### config.mk
export PLATFORM = sky130hd
export DESIGN_NAME = yuyv_to_rgb_10bit_packer
export DESIGN_NICKNAME = d
export VERILOG_FILES = /design/src/rtl/yrgb_pkg.sv /design/src/rtl/yrgb_lane.sv /design/src/rtl/yrgb_merge.sv /design/src/rtl/yuyv_to_rgb_10bit_packer.sv
export VERILOG_INCLUDE_DIRS = /design/src /design/src/rtl
export SDC_FILE = /design/constraint.sdc
export NUM_CORES = 2
export LEC_CHECK = 0
export ABC_CLOCK_PERIOD_IN_PS = 10690
export BUFFER_PORTS_ARGS = -buffer_cell sky130_fd_sc_hd__buf_2
export CORE_UTILIZATION = 40
export DETAILED_ROUTE_END_ITERATION = 6
export PLACE_DENSITY = 0.56
export SLEW_MARGIN = 25
export SYNTH_ARGS = -nofsm -noshare
export SYNTH_HDL_FRONTEND = slang
export SYNTH_SLANG_ARGS = --single-unit
### constraint.sdc
create_clock -name aclk -period 10.69 [get_ports aclk]
set_input_delay 1.069 -clock aclk [delete_from_list [all_inputs] [get_ports aclk]]
set_output_delay 1.069 -clock aclk [all_outputs]
set_load 0.02 [all_outputs]
### src/rtl/yuyv_to_rgb_10bit_packer_assert.svh
// Assertion macros for the YUYV to RGB packer, used by the merge stage.
`ifndef YUYV_TO_RGB_10BIT_PACKER_ASSERT_SVH
`define YUYV_TO_RGB_10BIT_PACKER_ASSERT_SVH

// Same-cycle implication, disabled while reset is held.
`define YRGB_ASSERT_NOW(label, clk, rstn, ante, cons, msg) \
    label: assert property (@(posedge clk) disable iff (!(rstn)) (ante) |-> (cons)) \
        else $error(msg);

// Next-cycle implication, disabled while reset is held.
`define YRGB_ASSERT_NEXT(label, clk, rstn, ante, cons, msg) \
    label: assert property (@(posedge clk) disable iff (!(rstn)) (ante) |=> (cons)) \
        else $error(msg);

`endif

### src/rtl/yrgb_pkg.sv
// Types and constants for the YUYV to RGB 2:10:10:10 packer.
`default_nettype none

package yrgb_pkg;

    // Widths of the beat fields
    localparam int BYTE_W  = 8;
    localparam int CHAN_W  = 10;
    localparam int PIXEL_W = 32;
    localparam int IN_W    = 4 * BYTE_W;
    localparam int OUT_W   = 2 * PIXEL_W;

    // Signed width that holds every product and every sum
    localparam int SUM_W   = 25;
    localparam int FRAC_W  = 10;
    localparam int DIFF_W  = BYTE_W + 1;

    // Offsets of luma and chroma
    localparam logic signed [DIFF_W-1:0] LUMA_OFS   = DIFF_W'(16);
    localparam logic signed [DIFF_W-1:0] CHROMA_OFS = DIFF_W'(128);

    // Conversion coefficients (Q10)
    localparam logic signed [SUM_W-1:0] K_R_Y = SUM_W'(4778);
    localparam logic signed [SUM_W-1:0] K_R_U = SUM_W'(2);
    localparam logic signed [SUM_W-1:0] K_R_V = SUM_W'(6931);
    localparam logic signed [SUM_W-1:0] K_G_Y = SUM_W'(4826);
    localparam logic signed [SUM_W-1:0] K_G_U = SUM_W'(775);
    localparam logic signed [SUM_W-1:0] K_G_V = SUM_W'(2670);
    localparam logic signed [SUM_W-1:0] K_B_Y = SUM_W'(4768);
    localparam logic signed [SUM_W-1:0] K_B_U = SUM_W'(8809);
    localparam logic signed [SUM_W-1:0] K_B_V = SUM_W'(11);

    localparam logic [CHAN_W-1:0] CHAN_MAX = '1;
    localparam logic [1:0]        ALPHA    = 2'b11;

    typedef logic [CHAN_W-1:0] chan_t;

    // One converted pixel, red in the low bits
    typedef struct packed {
        chan_t blue;
        chan_t green;
        chan_t red;
    } rgb_t;

    // Pipeline load enables from the merge stage to the lanes
    typedef struct packed {
        logic ld_prod;
        logic ld_chan;
    } lane_ctrl_t;

    // Floor-shift a Q10 sum and clamp it to the channel range
    function automatic chan_t clamp_chan(input logic signed [SUM_W-1:0] sum);
        logic signed [SUM_W-1:0] q;
        begin
            q = sum >>> FRAC_W;
            if (sum < 0) begin
                clamp_chan = '0;
            end else if (q > $signed({{(SUM_W-CHAN_W){1'b0}}, CHAN_MAX})) begin
                clamp_chan = CHAN_MAX;
            end else begin
                clamp_chan = q[CHAN_W-1:0];
            end
        end
    endfunction

    // Pack one pixel word: alpha, red, green, blue from the low bit up
    function automatic logic [PIXEL_W-1:0] pack_pixel(input rgb_t px);
        pack_pixel = {px.blue, px.green, px.red, ALPHA};
    endfunction

endpackage

`default_nettype wire

### src/rtl/yrgb_lane.sv
// One conversion lane: luma plus shared chroma to one clamped RGB pixel.
`default_nettype none

module yrgb_lane (
    input  wire logic                          aclk,
    input  wire yrgb_pkg::lane_ctrl_t          ctrl,
    input  wire logic [yrgb_pkg::BYTE_W-1:0]   luma,
    input  wire logic [yrgb_pkg::BYTE_W-1:0]   chroma_blue,
    input  wire logic [yrgb_pkg::BYTE_W-1:0]   chroma_red,
    output yrgb_pkg::rgb_t                     pixel
);
    import yrgb_pkg::*;

    logic signed [DIFF_W-1:0] y_diff;
    logic signed [DIFF_W-1:0] u_diff;
    logic signed [DIFF_W-1:0] v_diff;
    logic signed [SUM_W-1:0]  y_ext;
    logic signed [SUM_W-1:0]  u_ext;
    logic signed [SUM_W-1:0]  v_ext;

    logic signed [SUM_W-1:0]  r_y_reg, r_u_reg, r_v_reg;
    logic signed [SUM_W-1:0]  g_y_reg, g_u_reg, g_v_reg;
    logic signed [SUM_W-1:0]  b_y_reg, b_u_reg, b_v_reg;
    logic signed [SUM_W-1:0]  r_sum, g_sum, b_sum;
    rgb_t                     pixel_reg;
    rgb_t                     pixel_next;

    // Remove the luma and chroma offsets
    assign y_diff = $signed({1'b0, luma}) - LUMA_OFS;
    assign u_diff = $signed({1'b0, chroma_blue}) - CHROMA_OFS;
    assign v_diff = $signed({1'b0, chroma_red}) - CHROMA_OFS;
    assign y_ext  = SUM_W'(y_diff);
    assign u_ext  = SUM_W'(u_diff);
    assign v_ext  = SUM_W'(v_diff);

    // Stage one: register the coefficient products
    always_ff @(posedge aclk) begin
        if (ctrl.ld_prod) begin
            r_y_reg <= y_ext * K_R_Y;
            r_u_reg <= u_ext * K_R_U;
            r_v_reg <= v_ext * K_R_V;
            g_y_reg <= y_ext * K_G_Y;
            g_u_reg <= u_ext * K_G_U;
            g_v_reg <= v_ext * K_G_V;
            b_y_reg <= y_ext * K_B_Y;
            b_u_reg <= u_ext * K_B_U;
            b_v_reg <= v_ext * K_B_V;
        end
    end

    // Stage two: sum, floor-shift and clamp each channel
    assign r_sum = r_y_reg + r_u_reg + r_v_reg;
    assign g_sum = g_y_reg - g_u_reg - g_v_reg;
    assign b_sum = b_y_reg + b_u_reg + b_v_reg;

    always_comb begin
        pixel_next.red   = clamp_chan(r_sum);
        pixel_next.green = clamp_chan(g_sum);
        pixel_next.blue  = clamp_chan(b_sum);
    end

    always_ff @(posedge aclk) begin
        if (ctrl.ld_chan) begin
            pixel_reg <= pixel_next;
        end
    end

    assign pixel = pixel_reg;

endmodule

`default_nettype wire

### src/rtl/yrgb_merge.sv
// Merge stage: pipeline flow control and packing of both lanes into one beat.
`default_nettype none

`include "yuyv_to_rgb_10bit_packer_assert.svh"

module yrgb_merge (
    input  wire logic                         aclk,
    input  wire logic                         aresetn,
    input  wire logic                         s_tvalid,
    output logic                              s_tready,
    output logic                              m_tvalid,
    input  wire logic                         m_tready,
    // Fields from bit 0: pixel_first[31:0], pixel_second[63:32]
    output logic [yrgb_pkg::OUT_W-1:0]        m_tdata,
    input  wire yrgb_pkg::rgb_t               pixel_first,
    input  wire yrgb_pkg::rgb_t               pixel_second,
    output yrgb_pkg::lane_ctrl_t              ctrl
);
    import yrgb_pkg::*;

    logic prod_vld_reg, prod_vld_next;
    logic chan_vld_reg, chan_vld_next;
    logic chan_rdy;
    logic prod_rdy;

    // Each stage moves when it is empty or the stage after it takes
    assign chan_rdy = !chan_vld_reg || m_tready;
    assign prod_rdy = !prod_vld_reg || chan_rdy;

    assign ctrl.ld_prod = prod_rdy;
    assign ctrl.ld_chan = chan_rdy;

    always_comb begin
        prod_vld_next = prod_vld_reg;
        chan_vld_next = chan_vld_reg;
        if (prod_rdy) begin
            prod_vld_next = s_tvalid;
        end
        if (chan_rdy) begin
            chan_vld_next = prod_vld_reg;
        end
    end

    // Advance the valid flags
    always_ff @(posedge aclk) begin
        if (!aresetn) begin
            prod_vld_reg <= 1'b0;
            chan_vld_reg <= 1'b0;
        end else begin
            prod_vld_reg <= prod_vld_next;
            chan_vld_reg <= chan_vld_next;
        end
    end

    // Pack both pixels into the result beat
    assign s_tready = prod_rdy;
    assign m_tvalid = chan_vld_reg;
    assign m_tdata  = {pack_pixel(pixel_second), pack_pixel(pixel_first)};

    `YRGB_ASSERT_NEXT(a_accept_fills, aclk, aresetn, s_tvalid && s_tready, prod_vld_reg, "accepted beat not held in product stage")
    `YRGB_ASSERT_NEXT(a_stage_moves, aclk, aresetn, prod_vld_reg && chan_rdy, chan_vld_reg, "product stage did not advance")
    `YRGB_ASSERT_NOW(a_full_blocks, aclk, aresetn, prod_vld_reg && chan_vld_reg && !m_tready, !s_tready, "input taken while pipeline full and stalled")
    `YRGB_ASSERT_NOW(a_alpha_set, aclk, aresetn, m_tvalid, (m_tdata[1:0] == ALPHA) && (m_tdata[PIXEL_W+1:PIXEL_W] == ALPHA), "alpha bits not set")

endmodule

`default_nettype wire

### src/rtl/yuyv_to_rgb_10bit_packer.sv
// Top level: YUYV macropixel in, two packed 2:10:10:10 RGB pixels out.
// An accepted input beat passes the product registers, then the channel registers, to its result beat.
// Throughput: one macropixel per cycle while m_tready is high, set by the two-stage multiply/clamp lanes.
// s_tready follows m_tready through the two stage valid flags; a stall empties
// no stage, and an empty stage takes a beat even while the output waits.
// Reset (aresetn low, synchronous) clears both stage valid flags; data is not reset.
`default_nettype none

module yuyv_to_rgb_10bit_packer (
    input  wire logic                        aclk,
    input  wire logic                        aresetn,
    input  wire logic                        s_tvalid,
    output logic                             s_tready,
    // Fields from bit 0: luma_first[7:0], chroma_blue[15:8],
    // luma_second[23:16], chroma_red[31:24]
    input  wire logic [yrgb_pkg::IN_W-1:0]   s_tdata,
    output logic                             m_tvalid,
    input  wire logic                        m_tready,
    // Fields from bit 0: pixel_first[31:0], pixel_second[63:32]
    output logic [yrgb_pkg::OUT_W-1:0]       m_tdata
);
    import yrgb_pkg::*;

    logic [BYTE_W-1:0] luma_first;
    logic [BYTE_W-1:0] chroma_blue;
    logic [BYTE_W-1:0] luma_second;
    logic [BYTE_W-1:0] chroma_red;
    lane_ctrl_t        ctrl;
    rgb_t              pixel_first;
    rgb_t              pixel_second;

    // Split the input beat
    assign luma_first  = s_tdata[BYTE_W-1:0];
    assign chroma_blue = s_tdata[2*BYTE_W-1:BYTE_W];
    assign luma_second = s_tdata[3*BYTE_W-1:2*BYTE_W];
    assign chroma_red  = s_tdata[4*BYTE_W-1:3*BYTE_W];

    // One lane per pixel of the pair, sharing the chroma
    yrgb_lane u_lane_first (
        .aclk        (aclk),
        .ctrl        (ctrl),
        .luma        (luma_first),
        .chroma_blue (chroma_blue),
        .chroma_red  (chroma_red),
        .pixel       (pixel_first)
    );

    yrgb_lane u_lane_second (
        .aclk        (aclk),
        .ctrl        (ctrl),
        .luma        (luma_second),
        .chroma_blue (chroma_blue),
        .chroma_red  (chroma_red),
        .pixel       (pixel_second)
    );

    yrgb_merge u_merge (
        .aclk         (aclk),
        .aresetn      (aresetn),
        .s_tvalid     (s_tvalid),
        .s_tready     (s_tready),
        .m_tvalid     (m_tvalid),
        .m_tready     (m_tready),
        .m_tdata      (m_tdata),
        .pixel_first  (pixel_first),
        .pixel_second (pixel_second),
        .ctrl         (ctrl)
    );

endmodule

`default_nettype wire

==> results.sh <==
export IMPL_synth_top_area_share_pct=26.8
export IMPL_cts_resized_gates=0
export IMPL_setup_violations=0
export IMPL_postSynth_asyncResetShare_pct=0
export IMPL_syn_cell_area_um2=32300
export IMPL_die_area_um2=81900
export IMPL_numCtsBuffers=34
export IMPL_worstMarginPinSlew_ns=0.971
export IMPL_cp_max_fo=12
export IMPL_rows=103
export IMPL_slew_violations=0
export IMPL_synth_edf_count=273
export IMPL_finalHoldViolCount=0
export IMPL_synth_commonest_cells="692 x ha_1, 538 x inv_1, 313 x fa_1"
export IMPL_fin_tns_setup_ns=0
export IMPL_syn_avg_cell_area_um2=11.1
export IMPL_seq_area_frac_synth_pct=25.5
export IMPL_nNetsFinal=4081
export IMPL_io_pins=102
export IMPL_slew_headroom_pct=35.0
export IMPL_insertion_delay_ns=0.55
export IMPL_start_util_pct=40.7
export IMPL_grt_overflow=0
export IMPL_synth_cells=2906
export IMPL_grt_use_total_pct=20.1
export IMPL_drive_above_1_share_pct=6.92
export IMPL_hp_class="reg2reg"
export IMPL_num_vias=21100
export IMPL_period_needed_ns=6.81
export IMPL_wl_um=80400
export IMPL_cts_tree="built"
export IMPL_antenna_left=0
export IMPL_cts_clk_slew_worst_paths_ns=0.06
export IMPL_finalPower_mw=11.6
export IMPL_grt_max_degree=85
export IMPL_rsz0062_at_grt="no"
export IMPL_leakage_nw=17.3
export IMPL_die_h_um=286
export IMPL_maxCapViolCount=0
export IMPL_grt_pass1_vias=22300
export IMPL_post_drt_wl_per_cell_um=19.5
export IMPL_yosys_area_top_type="ha_1"
export IMPL_clockBufferDepth=3
export IMPL_drt_iter0_markers=997
export IMPL_antenna_found_initial=8
export IMPL_synth_most_common_cell="ha_1"
export IMPL_synth_seq_cells=275
export IMPL_core_area_um2=79400
export IMPL_run_status="complete, no violations"
export IMPL_synth_area_leaders="ha_1 27%, edfxtp_1 25%, fa_1 19%"
export IMPL_drt_first_pass_iters=5
export IMPL_worst_clock_skew_ns=0.0309
export IMPL_critPathArrivalTime_ns=7.11
export IMPL_yosysWarnings=0
export IMPL_post_route_period_util_pct=63.7
export IMPL_top_usage_layer="met2"
export IMPL_ctsHoldBuffers=0
export IMPL_vdd_drop_max_uv=187
export IMPL_hold_ws_ns=0.559
export IMPL_drc=0
export IMPL_synth_cell_types=80
export IMPL_start_kind="primary input"
export IMPL_fmax_mhz=147
export IMPL_htree_num_levels=2
export IMPL_grt_pass1_wl_um=125000
export IMPL_die_w_um=286
export IMPL_cts_root_buf="clkbuf_16"
export IMPL_p_per_area_nw_per_um2=329
export IMPL_grt_util_met1_pct=27.0
export IMPL_use_met3_pct=3.62
export IMPL_clock_sinks=275
export IMPL_cts_setup_buffers=0
export IMPL_end_kind="flop"
export IMPL_synth_ff_type="edfxtp_1"
export IMPL_syn_to_final_growth_pct=9.35
export IMPL_routed_via_density=5.12
export IMPL_path_class="in2reg"
export IMPL_gr_usage_met2_pct=33.3
export IMPL_gp_congestion=0.888
export IMPL_io_buffers=97
export IMPL_place_ws_ns=3.37
export IMPL_dp_final_hpwl_um=68600
export IMPL_fin_ws_ns=3.88
export IMPL_worst_endpoint_required_ns=10.99
## critical path, cell delays in order
cell and delay (ns):
buf_2 0.13, inv_1 0.39, ha_1 0.36, xor2_1 0.77, inv_1 0.13, fa_1 0.51
inv_1 0.06, ha_1 0.28, inv_1 0.09, fa_1 0.45, fa_1 0.56, inv_1 0.05
ha_1 0.28, ha_1 0.34, a21oi_1 0.25, o21bai_1 0.10, a21oi_1 0.23, o21bai_1 0.09
a21oi_1 0.28, o211ai_1 0.18, a31o_2 0.25, a21oi_1 0.17, xnor2_1 0.08
## per-stage QoR
step,cells,util (%),instance area (um^2)
floorplan,2909,-,32300
global placement,4054,43.0,34100
detailed placement,4054,43.0,34100
CTS,4114,44.5,35300
global route,4114,44.5,35300
finish,4115,44.5,35300
## power by group
group          leakage, nW  internal [mW]  total, mW  switching [mW]
registers             2.90           1.91       2.27           0.353
clock network        0.564          0.766       1.24           0.478
logic                 13.8           3.40       8.10            4.71
## final timing paths
kind | from | endpoint | slack [ns] | cells past startpoint
max | s_tdata[20] | u_lane_second.g_y_reg[21]$_DFFE_PP_ | 3.88 | 23
min | u_merge.prod_vld_reg$_SDFFE_PN0P_ | u_merge.m_tvalid$_SDFFE_PN0P_ | 0.56 | 1
min reg2reg | u_merge.prod_vld_reg$_SDFFE_PN0P_ | u_merge.m_tvalid$_SDFFE_PN0P_ | 0.56 | 1
max reg2reg | u_lane_first.r_y_reg[3]$_DFFE_PP_ | u_lane_first.pixel[11]$_SDFFCE_PN0P_ | 6.05 | 13
## final cells by class
| type | instances | area (um^2) |
|---|---|---|
| tap | 1050 | 1310 |
| clock inverter | 22 | 292 |
| antenna | 1 | 2.50 |
| inverter | 539 | 2020 |
| sequential | 275 | 8240 |
| multi-input combinational | 2085 | 22000 |
| fill | 7472 | 44100 |
| timing repair buffer | 105 | 549 |
| clock buffer | 38 | 887 |
## metal layers
metal	part of all wire, %	up-vias
met3	5.3	99
met4	2.5	2
met1	46	10400
li1	-	10200
met2	47	361
met5	0.021	-
## cell families after synthesis
family | Yosys count | share of synthesized area (%)
AOI/OAI and AO/OA | 478 | 10.0
xor gates and xnor gates | 214 | 5.83
adders and majority gates | 1005 | 46.2
buffers and inverters | 549 | 6.43
DFF | 275 | 25.5
muxes | 4 | 0.136
other | 1 | 0.0116
and+or+nand+nor | 380 | 5.82
## placed cells by master, fill, tap and decap left out, types with 35 or more instances in the layout
master       n
fa_1       313
xor2_1      54
ha_1       692
inv_1      537
buf_2       97
o21bai_1    38
nand2_1     74
xnor2_1    159
edfxtp_1   273
nor3_1      43
a21oi_1    134
o21ai_0     63
nor2_1     112
clkbuf_16   35
a21o_1      53
o21a_1      56
No activity file was read; power rests on OpenSTA's default activity.
